**config.mk**
```make
export PLATFORM = sky130hd
export DESIGN_NAME = uuid_v7_monotonic_generator
export DESIGN_NICKNAME = d
export VERILOG_FILES = /design/src/rtl/uvg_pkg.sv /design/src/rtl/uvg_cfg.sv /design/src/rtl/uvg_ts_math.sv /design/src/rtl/uvg_seq.sv /design/src/rtl/uuid_v7_monotonic_generator.sv
export SDC_FILE = /design/constraint.sdc
export NUM_CORES = 2
export LEC_CHECK = 0
export ABC_AREA = 1
export BUFFER_PORTS_ARGS = -buffer_cell sky130_fd_sc_hd__buf_4
export CAP_MARGIN = 20
export CELL_PAD_IN_SITES_DETAIL_PLACEMENT = 1
export CELL_PAD_IN_SITES_GLOBAL_PLACEMENT = 2
export CORE_ASPECT_RATIO = 0.9
export CORE_MARGIN = 2
export CORE_UTILIZATION = 25
export DETAILED_ROUTE_END_ITERATION = 8
export PLACE_DENSITY_LB_ADDON = 0.3
export SLEW_MARGIN = 15
export SYNTH_ARGS = -nofsm -noshare
export SYNTH_HDL_FRONTEND = slang
export SYNTH_HIERARCHICAL = 1
export SYNTH_SLANG_ARGS = --single-unit
```
**constraint.sdc**
```tcl
create_clock -name i_clk -period 29.5 [get_ports i_clk]
set_input_delay 5.9 -clock i_clk [delete_from_list [all_inputs] [get_ports i_clk]]
set_output_delay 5.9 -clock i_clk [all_outputs]
set_load 0.02 [all_outputs]
```
**src/rtl/uvg_pkg.sv**
```systemverilog
package uvg_pkg;

    localparam int unsigned SEC_W      = 39;
    localparam int unsigned NS_W       = 30;
    localparam int unsigned RESEED_W   = 20;
    localparam int unsigned TAIL_W     = 40;
    localparam int unsigned CNT_W      = 22;
    localparam int unsigned MS_W       = 48;
    localparam int unsigned FRAC_W     = 12;
    localparam int unsigned LIMIT_W    = 32;
    localparam int unsigned UUID_W     = 64;
    localparam int unsigned APB_DATA_W = 32;
    localparam int unsigned APB_ADDR_W = 2;

    localparam int unsigned NSTG       = 6;

    // Widths of the intermediate values of the timestamp arithmetic.
    localparam int unsigned Q_W        = 11;
    localparam int unsigned QPROD_W    = NS_W + Q_W;
    localparam int unsigned QNS_W      = NS_W + 1;
    localparam int unsigned REM0_W     = 21;
    localparam int unsigned R_W        = 20;
    localparam int unsigned F_PRESHIFT = 6;
    localparam int unsigned X_W        = R_W + F_PRESHIFT;
    localparam int unsigned FPROD_W    = 32;
    localparam int unsigned FREM_W     = 15;

    localparam logic [LIMIT_W-1:0] LIMIT_RESET = LIMIT_W'(60 * 60 * 48);
    localparam logic [19:0]        NS_PER_MS   = 20'd1000000;
    localparam logic [9:0]         MS_PER_SEC  = 10'd1000;

    // The quotient by one million comes from floor(2^30 / 1e6), which is low by
    // at most one for any 30-bit value, so a single correction step follows.
    localparam logic [10:0]        Q_RECIP     = 11'd1073;
    localparam int unsigned        Q_SHIFT     = 30;

    // The fraction is floor(r * 64 / 15625); the reciprocal floor(2^26 / 15625)
    // is likewise low by at most one.
    localparam logic [12:0]        F_RECIP     = 13'd4294;
    localparam int unsigned        F_SHIFT     = 26 - F_PRESHIFT;
    localparam logic [13:0]        F_DIV       = 14'd15625;

    localparam logic [3:0]         UUID_VERSION = 4'h7;
    localparam logic [1:0]         UUID_VARIANT = 2'b10;

    localparam logic [APB_ADDR_W-1:0] ADDR_ROLLBACK_LIMIT = APB_ADDR_W'(0);

    typedef enum logic [1:0] {
        ST_OK       = 2'd0,
        ST_FAULT    = 2'd1,
        ST_ROLLBACK = 2'd2
    } t_status;

    typedef struct packed {
        logic [SEC_W-1:0]    sec;
        logic [NS_W-1:0]     ns;
        logic                fault;
        logic [RESEED_W-1:0] reseed;
        logic [TAIL_W-1:0]   tail;
    } t_req;

    typedef struct packed {
        logic [MS_W-1:0]   ms;
        logic [FRAC_W-1:0] f0;
        logic [FREM_W-1:0] rem;
        t_req              req;
    } t_stamp;

endpackage

```
**src/rtl/uvg_cfg.sv**
```systemverilog
module uvg_cfg
    import uvg_pkg::*;
(
    input  logic                  i_clk,
    input  logic                  i_rst_n,
    input  logic                  psel,
    input  logic                  penable,
    input  logic                  pwrite,
    input  logic [APB_ADDR_W-1:0] paddr,
    input  logic [APB_DATA_W-1:0] pwdata,
    output logic [APB_DATA_W-1:0] prdata,
    output logic                  pready,
    output logic [LIMIT_W-1:0]    o_limit
);

    logic [LIMIT_W-1:0] r_limit;
    logic               w_wr;

    assign pready = 1'b1;
    assign w_wr   = psel && penable && pwrite && (paddr == ADDR_ROLLBACK_LIMIT);

    always_ff @(posedge i_clk) begin
        if (!i_rst_n) begin
            r_limit <= LIMIT_RESET;
        end else if (w_wr) begin
            r_limit <= LIMIT_W'(pwdata);
        end
    end

    always_comb begin
        prdata = '0;
        unique case (paddr)
            ADDR_ROLLBACK_LIMIT: prdata = APB_DATA_W'(r_limit);
            default:             prdata = '0;
        endcase
    end

    assign o_limit = r_limit;

endmodule

```
**src/rtl/uvg_ts_math.sv**
```systemverilog
module uvg_ts_math
    import uvg_pkg::*;
(
    input  logic   i_clk,
    input  logic   i_rst_n,
    input  logic   i_valid,
    output logic   o_ready,
    input  t_req   i_req,
    output logic   o_valid,
    input  logic   i_ready,
    output t_stamp o_stamp
);

    logic [NSTG-1:0]   r_v;
    logic [NSTG-1:0]   w_rdy;

    t_req              r_req0, r_req1, r_req2, r_req3, r_req4, r_req5;
    logic [Q_W-1:0]    r_q1, r_q2;
    logic [MS_W-1:0]   r_sms1, r_sms2, r_ms3, r_ms4, r_ms5;
    logic [REM0_W-1:0] r_rem0_2;
    logic [R_W-1:0]    r_r3, r_r4;
    logic [FRAC_W-1:0] r_f0_4, r_f0_5;
    logic [FREM_W-1:0] r_frem5;

    logic [QPROD_W-1:0] w_qprod;
    logic [Q_W-1:0]     w_q0;
    logic [MS_W-1:0]    w_sms;
    logic [QNS_W-1:0]   w_qns;
    logic [REM0_W-1:0]  w_rem0;
    logic               w_fix;
    logic [Q_W-1:0]     w_q;
    logic [R_W-1:0]     w_r;
    logic [MS_W-1:0]    w_ms;
    logic [FPROD_W-1:0] w_fprod;
    logic [FRAC_W-1:0]  w_f0;
    logic [X_W-1:0]     w_x;

    always_comb begin
        w_rdy[NSTG-1] = !r_v[NSTG-1] || i_ready;
        for (int k = NSTG - 2; k >= 0; k--) begin
            w_rdy[k] = !r_v[k] || w_rdy[k+1];
        end
    end

    assign o_ready = w_rdy[0];
    assign o_valid = r_v[NSTG-1];

    always_ff @(posedge i_clk) begin
        if (!i_rst_n) begin
            r_v <= '0;
        end else begin
            if (w_rdy[0]) begin
                r_v[0] <= i_valid;
            end
            for (int k = 1; k < NSTG; k++) begin
                if (w_rdy[k]) begin
                    r_v[k] <= r_v[k-1];
                end
            end
        end
    end

    // Stage 1: estimated quotient by one million and seconds times 1000.
    assign w_qprod = QPROD_W'(r_req0.ns) * QPROD_W'(Q_RECIP);
    assign w_q0    = w_qprod[Q_SHIFT +: Q_W];
    assign w_sms   = MS_W'(r_req0.sec) * MS_W'(MS_PER_SEC);

    // Stage 2: remainder of the estimate, below two million.
    assign w_qns  = QNS_W'(r_q1) * QNS_W'(NS_PER_MS);
    assign w_rem0 = REM0_W'(QNS_W'(r_req1.ns) - w_qns);

    // Stage 3: correct the quotient and form the millisecond count.
    assign w_fix = (r_rem0_2 >= REM0_W'(NS_PER_MS));
    assign w_q   = w_fix ? (r_q2 + Q_W'(1)) : r_q2;
    assign w_r   = w_fix ? R_W'(r_rem0_2 - REM0_W'(NS_PER_MS)) : R_W'(r_rem0_2);
    assign w_ms  = r_sms2 + MS_W'(w_q);

    // Stage 4: estimated 12-bit fraction.
    assign w_fprod = FPROD_W'(r_r3) * FPROD_W'(F_RECIP);
    assign w_f0    = w_fprod[F_SHIFT +: FRAC_W];

    // Stage 5: remainder of the fraction estimate, below twice the divisor.
    assign w_x = (X_W'(r_r4) << F_PRESHIFT) - X_W'(r_f0_4) * X_W'(F_DIV);

    always_ff @(posedge i_clk) begin
        if (w_rdy[0]) begin
            r_req0 <= i_req;
        end
        if (w_rdy[1]) begin
            r_req1 <= r_req0;
            r_q1   <= w_q0;
            r_sms1 <= w_sms;
        end
        if (w_rdy[2]) begin
            r_req2   <= r_req1;
            r_q2     <= r_q1;
            r_sms2   <= r_sms1;
            r_rem0_2 <= w_rem0;
        end
        if (w_rdy[3]) begin
            r_req3 <= r_req2;
            r_ms3  <= w_ms;
            r_r3   <= w_r;
        end
        if (w_rdy[4]) begin
            r_req4 <= r_req3;
            r_ms4  <= r_ms3;
            r_r4   <= r_r3;
            r_f0_4 <= w_f0;
        end
        if (w_rdy[5]) begin
            r_req5  <= r_req4;
            r_ms5   <= r_ms4;
            r_f0_5  <= r_f0_4;
            r_frem5 <= FREM_W'(w_x);
        end
    end

    always_comb begin
        o_stamp.ms  = r_ms5;
        o_stamp.f0  = r_f0_5;
        o_stamp.rem = r_frem5;
        o_stamp.req = r_req5;
    end

endmodule

```
**src/rtl/uvg_seq.sv**
```systemverilog
module uvg_seq
    import uvg_pkg::*;
(
    input  logic               i_clk,
    input  logic               i_rst_n,
    input  logic               i_valid,
    output logic               o_ready,
    input  t_stamp             i_stamp,
    input  logic [LIMIT_W-1:0] i_limit,
    output logic               o_valid,
    input  logic               i_stall,
    output logic [UUID_W-1:0]  o_uuid_high,
    output logic [UUID_W-1:0]  o_uuid_low,
    output logic [1:0]         o_status
);

    logic [SEC_W-1:0]  r_last_sec, n_last_sec;
    logic [NS_W-1:0]   r_last_ns, n_last_ns;
    logic [CNT_W-1:0]  r_cnt, n_cnt;
    logic              r_valid;
    logic [UUID_W-1:0] r_high, n_high;
    logic [UUID_W-1:0] r_low, n_low;
    t_status           r_status, n_status;

    logic              w_take;
    logic              w_newer;
    logic              w_window;
    logic [SEC_W:0]    w_sum;
    logic [FRAC_W-1:0] w_frac;

    assign o_ready = !r_valid || !i_stall;
    assign w_take  = i_valid && o_ready;

    assign w_newer  = (i_stamp.req.sec > r_last_sec) ||
                      ((i_stamp.req.sec == r_last_sec) && (i_stamp.req.ns > r_last_ns));
    assign w_sum    = (SEC_W + 1)'(i_stamp.req.sec) + (SEC_W + 1)'(i_limit);
    assign w_window = w_sum > (SEC_W + 1)'(r_last_sec);
    assign w_frac   = (i_stamp.rem >= FREM_W'(F_DIV)) ? (i_stamp.f0 + FRAC_W'(1)) : i_stamp.f0;

    always_comb begin
        n_last_sec = r_last_sec;
        n_last_ns  = r_last_ns;
        n_cnt      = r_cnt;
        n_status   = ST_OK;
        n_high     = '0;
        n_low      = '0;
        if (i_stamp.req.fault) begin
            n_status = ST_FAULT;
        end else if (w_newer || w_window) begin
            if (w_newer) begin
                n_last_sec = i_stamp.req.sec;
                n_last_ns  = i_stamp.req.ns;
                n_cnt      = CNT_W'(i_stamp.req.reseed);
            end else begin
                n_cnt = r_cnt + CNT_W'(1);
            end
            n_high = {i_stamp.ms, UUID_VERSION, w_frac};
            n_low  = {UUID_VARIANT, n_cnt, i_stamp.req.tail};
        end else begin
            n_status = ST_ROLLBACK;
        end
    end

    always_ff @(posedge i_clk) begin
        if (!i_rst_n) begin
            r_last_sec <= '0;
            r_last_ns  <= '0;
            r_cnt      <= '0;
            r_valid    <= 1'b0;
            r_status   <= ST_OK;
        end else begin
            if (w_take) begin
                r_last_sec <= n_last_sec;
                r_last_ns  <= n_last_ns;
                r_cnt      <= n_cnt;
                r_status   <= n_status;
            end
            if (o_ready) begin
                r_valid <= i_valid;
            end
        end
    end

    always_ff @(posedge i_clk) begin
        if (w_take) begin
            r_high <= n_high;
            r_low  <= n_low;
        end
    end

    assign o_valid     = r_valid;
    assign o_uuid_high = r_high;
    assign o_uuid_low  = r_low;
    assign o_status    = r_status;

endmodule

```
**src/rtl/uuid_v7_monotonic_generator.sv**
```systemverilog
// UUID version 7 generator with a monotonic 22-bit sequence counter.
//
// Input channel: i_in_valid with o_in_stall carries one request item
// (seconds, nanoseconds, clock fault flag, 20 reseed bits, 40 tail bits).
// Output channel: o_out_valid with i_out_stall carries one result item per
// request: the two 64-bit UUID words and a status (ok, clock fault, or time
// stepped back beyond the limit, where both words are zero).
// The rollback limit is a 32-bit register at APB address 0; write it only
// while no item is in flight.
// An accepted item passes six registered math stages, then the result
// register. One item is accepted in every cycle while o_in_stall is low.
// The divisions by one million run as six registered stages of constant
// multiplies. The last stage holds the timestamp compare and counter update,
// one item per cycle while not stalled. A stall on the output holds the
// result register; items enter until all stages fill, then o_in_stall rises.
// Reset clears all items in flight, the stored timestamp and the counter,
// and loads the rollback limit with 172800 seconds.
module uuid_v7_monotonic_generator
    import uvg_pkg::*;
(
    input  logic                  i_clk,
    input  logic                  i_rst_n,
    input  logic                  i_in_valid,
    output logic                  o_in_stall,
    input  logic [SEC_W-1:0]      i_time_seconds,
    input  logic [NS_W-1:0]       i_time_nanos,
    input  logic                  i_clock_fault,
    input  logic [RESEED_W-1:0]   i_reseed_value,
    input  logic [TAIL_W-1:0]     i_random_tail,
    output logic                  o_out_valid,
    input  logic                  i_out_stall,
    output logic [UUID_W-1:0]     o_uuid_high,
    output logic [UUID_W-1:0]     o_uuid_low,
    output logic [1:0]            o_status,
    input  logic                  psel,
    input  logic                  penable,
    input  logic                  pwrite,
    input  logic [APB_ADDR_W-1:0] paddr,
    input  logic [APB_DATA_W-1:0] pwdata,
    output logic [APB_DATA_W-1:0] prdata,
    output logic                  pready
);

    t_req               w_req;
    t_stamp             w_stamp;
    logic               w_in_ready;
    logic               w_stamp_valid;
    logic               w_stamp_ready;
    logic [LIMIT_W-1:0] w_limit;

    always_comb begin
        w_req.sec    = i_time_seconds;
        w_req.ns     = i_time_nanos;
        w_req.fault  = i_clock_fault;
        w_req.reseed = i_reseed_value;
        w_req.tail   = i_random_tail;
    end

    assign o_in_stall = !w_in_ready;

    uvg_cfg u_cfg (
        .i_clk   (i_clk),
        .i_rst_n (i_rst_n),
        .psel    (psel),
        .penable (penable),
        .pwrite  (pwrite),
        .paddr   (paddr),
        .pwdata  (pwdata),
        .prdata  (prdata),
        .pready  (pready),
        .o_limit (w_limit)
    );

    uvg_ts_math u_math (
        .i_clk   (i_clk),
        .i_rst_n (i_rst_n),
        .i_valid (i_in_valid),
        .o_ready (w_in_ready),
        .i_req   (w_req),
        .o_valid (w_stamp_valid),
        .i_ready (w_stamp_ready),
        .o_stamp (w_stamp)
    );

    uvg_seq u_seq (
        .i_clk       (i_clk),
        .i_rst_n     (i_rst_n),
        .i_valid     (w_stamp_valid),
        .o_ready     (w_stamp_ready),
        .i_stamp     (w_stamp),
        .i_limit     (w_limit),
        .o_valid     (o_out_valid),
        .i_stall     (i_out_stall),
        .o_uuid_high (o_uuid_high),
        .o_uuid_low  (o_uuid_low),
        .o_status    (o_status)
    );

endmodule

```
==> metrics.txt <==
worst clock skew 0.137 ns; Seq/Total Area, Yosys 56.0%; CTS Root Cell sky130_fd_sc_hd__clkbuf_16; Worst path depth 12; net total in the final layout 7,523; via count 43,200; via count of the first global-routing pass 46,500; count of buffers added by post-CTS timing repair for setup 0; Syn Area/Cell 11.5 um^2; CP Buf/Inv Count 5; Mapped Cells 6,099; fin crit share 52.6%; Final Hold Vio Count 0; Layout Cells excl Fill 10,400; routed wire length per instance 18.4 um; Floorplan Core Area about 280,000 um^2; final setup violating endpoints 0; origin of the critical flop-to-flop path u_math/o_stamp[109]$_DFFE_PP_; Lkg Pwr 34.9 nW; DR vias/cell 4.16; RD Place Congestion 0.846; number of buffers between clock root and the deepest sink 4; Crit path top cell by count sky130_fd_sc_hd__nor2_1; first element of the critical path i_out_stall; number of cells in the design after placement 10,100; Worst Path Class, Setup input port to output port; maximum fanout encountered on the critical timing path 124; number of distinct library cells after synthesis 60; Register Area approximately 39,000 um^2; total routed wirelength 191,000 um; area occupied by multi-input gates approximately 26,000 um^2; clock buffers created by TritonCTS between 150 and 200; pre-CTS worst setup slack 13.63 ns; filler cell count in the final layout 31,000; hold_buf cts 0; Rel. slew slack 27.9%; ordered cell list for the critical path buf_4 > nand2_1 > nor2_1 > inv_8 > nor2_1 > inv_8 > nor2_1 > nand2_4 > nor2_2 > nand2_4 > inv_1 > buf_4; proportion of layout cells with a drive suffix above 1 between 10% and 20%; CP Launch Type input port; Synth area leaders sky130_fd_sc_hd__edfxtp_1, sky130_fd_sc_hd__ha_1, sky130_fd_sc_hd__fa_1; largest voltage drop on the vdd net about 0.13 mV; I/O Buffers 332; outcome completed; CTS tree done; class of the worst hold path register to register; Worst-Margin Slew 1.08 ns; number of storage elements in the synthesis netlist 1,357; highest cell delay on the worst timing path 0.59 ns; max-slew violations 0; count of pins on the block boundary 336; global-route usage over all layers 13.3%; initial standard-cell utilization of the core 25.2%; total congestion overflow 0; DRC marker count from the first detailed-route iteration ~2,100; hold depth 0; top cell type's share of synthesized area 52.3%; antenna viol nets, final 0; data required time at the worst endpoint 23.60 ns; clock latency on the worst-skew pair 0.86 ns; DP HPWL 150,000 um; data arrival time of the critical path 9.61 ns; total iterations of the first detailed-routing run 7; unrepaired setup endpoints after global routing no; EDFF count, synth 1,225; power density cells 124 nW/um^2; Cell Rows between 150 and 200; max_cap viols 0; number of cells on the worst reg-to-reg path 30; die area between 200,000 and 300,000 um^2; cell type with the highest aggregate area in the netlist sky130_fd_sc_hd__edfxtp_1; post-CTS sizing 0; CTS HTree Levels 4; Clock Sink Count roughly 1,400; Hold Crit Start u_math/r_ms3[34]$_DFFE_PP_; Clock transition at path regs 0.06 ns; layout overhead on the synthesized area 17.2%; die height 507 um; worst path setup slack after routing 13.99 ns; slowest stage cell, crit path sky130_fd_sc_hd__nand2_4; netlist area before placement 70,400 um^2; initial antenna violation count 18; wire length of the first global-routing pass around 290,000 um; endpoint class of the critical path output port; Top FF cell, synth sky130_fd_sc_hd__edfxtp_1; Max Clk Rate 64.5 MHz; final critical path time including I/O delays and setup between 15 and 20 ns; yosys synthesis warning count 6; pin count of the biggest net entering global routing 125; Top delay family on crit path simple AND/OR/NAND/NOR gates; fin util between 20% and 30%; Die Width about 560 um; DRC errors left 0; aggregate negative setup slack 0 ns; async set or reset register ratio after synthesis 0%
## registers in the layout, summed over array words and instances (netlist names), 14 cells and up
register / cells
u_cfg/o_limit: 32
u_math/o_stamp: 130
u_math/r_frem5: 14
u_math/r_ms3: 48
u_math/r_ms4: 48
u_math/r_ms5: 48
u_math/r_r3: 14
u_math/r_rem0_2: 15
u_math/r_req0: 130
u_math/r_req1: 130
u_math/r_req2: 130
u_math/r_req3: 130
u_math/r_req4: 130
u_math/r_sms1: 43
u_math/r_sms2: 43
u_seq/o_uuid_high: 61
u_seq/o_uuid_low: 62
u_seq/r_cnt: 22
u_seq/r_last_ns: 30
u_seq/r_last_sec: 39
## cells in the mapped netlist (all sizes together) (28+ instances only)
cell type / count
a21oi: 355
buf: 49
clkbuf: 28
dfxtp: 132
edfxtp: 1225
fa: 270
ha: 545
inv: 1104
nand2: 931
nand3: 214
nand4: 75
nor2: 542
nor3: 67
o21ai: 187
xnor2: 67
xor2: 141
## routing by layer
metal	part of all wire (%)	vias up	routed length [um]	global-route usage [%]
met5	0.026	-	50	0
met4	2.3	8	4320	3.48
met3	3.3	214	6220	1.93
met2	45	506	85400	21.2
met1	50	21300	95100	18.9
li1	-	21200	-	-
## stage by stage
| stage | hold slack (ns) | cell area [um^2] | power, mW |
|---|---|---|---|
| global placement | 0.400 | 77200 | 8.34 |
| finish | 0.323 | 82500 | 10.3 |
| floorplan | 0.400 | 70400 | 6.69 |
| global route | 0.311 | 82500 | 11.3 |
| detailed placement | 0.406 | 77200 | 8.41 |
| CTS | 0.319 | 82400 | 10.4 |
## cells by family after synthesis
family | count (synthesis) | share of synthesized area, %
AND/OR/NAND/NOR | 1891 | 12.4
flip-flops | 1357 | 56.0
buffers and inverters | 1182 | 6.67
adder cells (fa/ha/maj) | 815 | 17.4
AO/OA/AOI/OAI | 644 | 4.94
XOR/XNOR | 208 | 2.59
other | 2 | 0.0107
## worst paths after layout
path                                            end  slack (ns)
setup / recovery                         o_in_stall       13.99
hold / removal           u_math/r_ms4[34]$_DFFE_PP_        0.32
setup reg to reg  u_seq/o_uuid_low[9]$_SDFFCE_PP0P_       23.33
hold reg to reg          u_math/r_ms4[34]$_DFFE_PP_        0.32
## worst register-to-register path: cells and delay by family, from the launching register on
kind                     cells  cell delay (ns)
AO/OA/AOI/OAI                4             0.75
XOR/XNOR                     1             0.18
adder cells (fa/ha/maj)      2             0.76
buffers and inverters        3             0.89
flip-flops                   1             0.56
AND/OR/NAND/NOR             20             2.70
## layout by cell type, fill, tap and decap left out, drive strengths merged
| cell | count |
|---|---|
| bufinv | 17 |
| clkinvlp | 13 |
| edfxtp | 1225 |
| o311ai | 2 |
| fa | 270 |
| o21ai | 187 |
| xnor2 | 67 |
| clkinv | 54 |
| nor4 | 18 |
| a31o | 1 |
| buf | 352 |
| dfxtp | 132 |
| xor2 | 141 |
| nand2 | 931 |
| nor2 | 542 |
| conb | 3 |
| a31oi | 11 |
| diode | 7 |
| o2111ai | 4 |
| o211ai | 5 |
| inv | 1109 |
| a21oi | 355 |
| a21boi | 5 |
| nand3 | 214 |
| nand2b | 1 |
| a211oi | 2 |
| nand4 | 75 |
| o21bai | 27 |
| ha | 545 |
| nor3 | 67 |
| nor3b | 7 |
| and3 | 3 |
| o21a | 15 |
| clkbuf | 192 |
| and2 | 2 |
| or2 | 4 |
| o31ai | 5 |
| a21o | 25 |
| nand3b | 27 |
## cell type report
| cell class | instances | share of cell area (%) |
|---|---|---|
| clock buffer | 192 | 5.14 |
| multi-input combinational | 3561 | 31.9 |
| clock inverter | 88 | 1.17 |
| sequential | 1357 | 47.8 |
| inverter | 1105 | 5.07 |
| timing repair buffer | 352 | 3.25 |
| antenna | 7 | 0.0212 |
| tap | 3720 | 5.64 |
## power breakdown
| part | total [mW] | internal, mW | switching [mW] |
|---|---|---|---|
| clock | 1.97 | 1.18 | 0.794 |
| sequential | 2.89 | 2.65 | 0.237 |
| combinational | 5.39 | 1.94 | 3.45 |
| total | 10.3 | 5.77 | 4.48 |
Note: power is estimated with default switching activity, not from simulation.
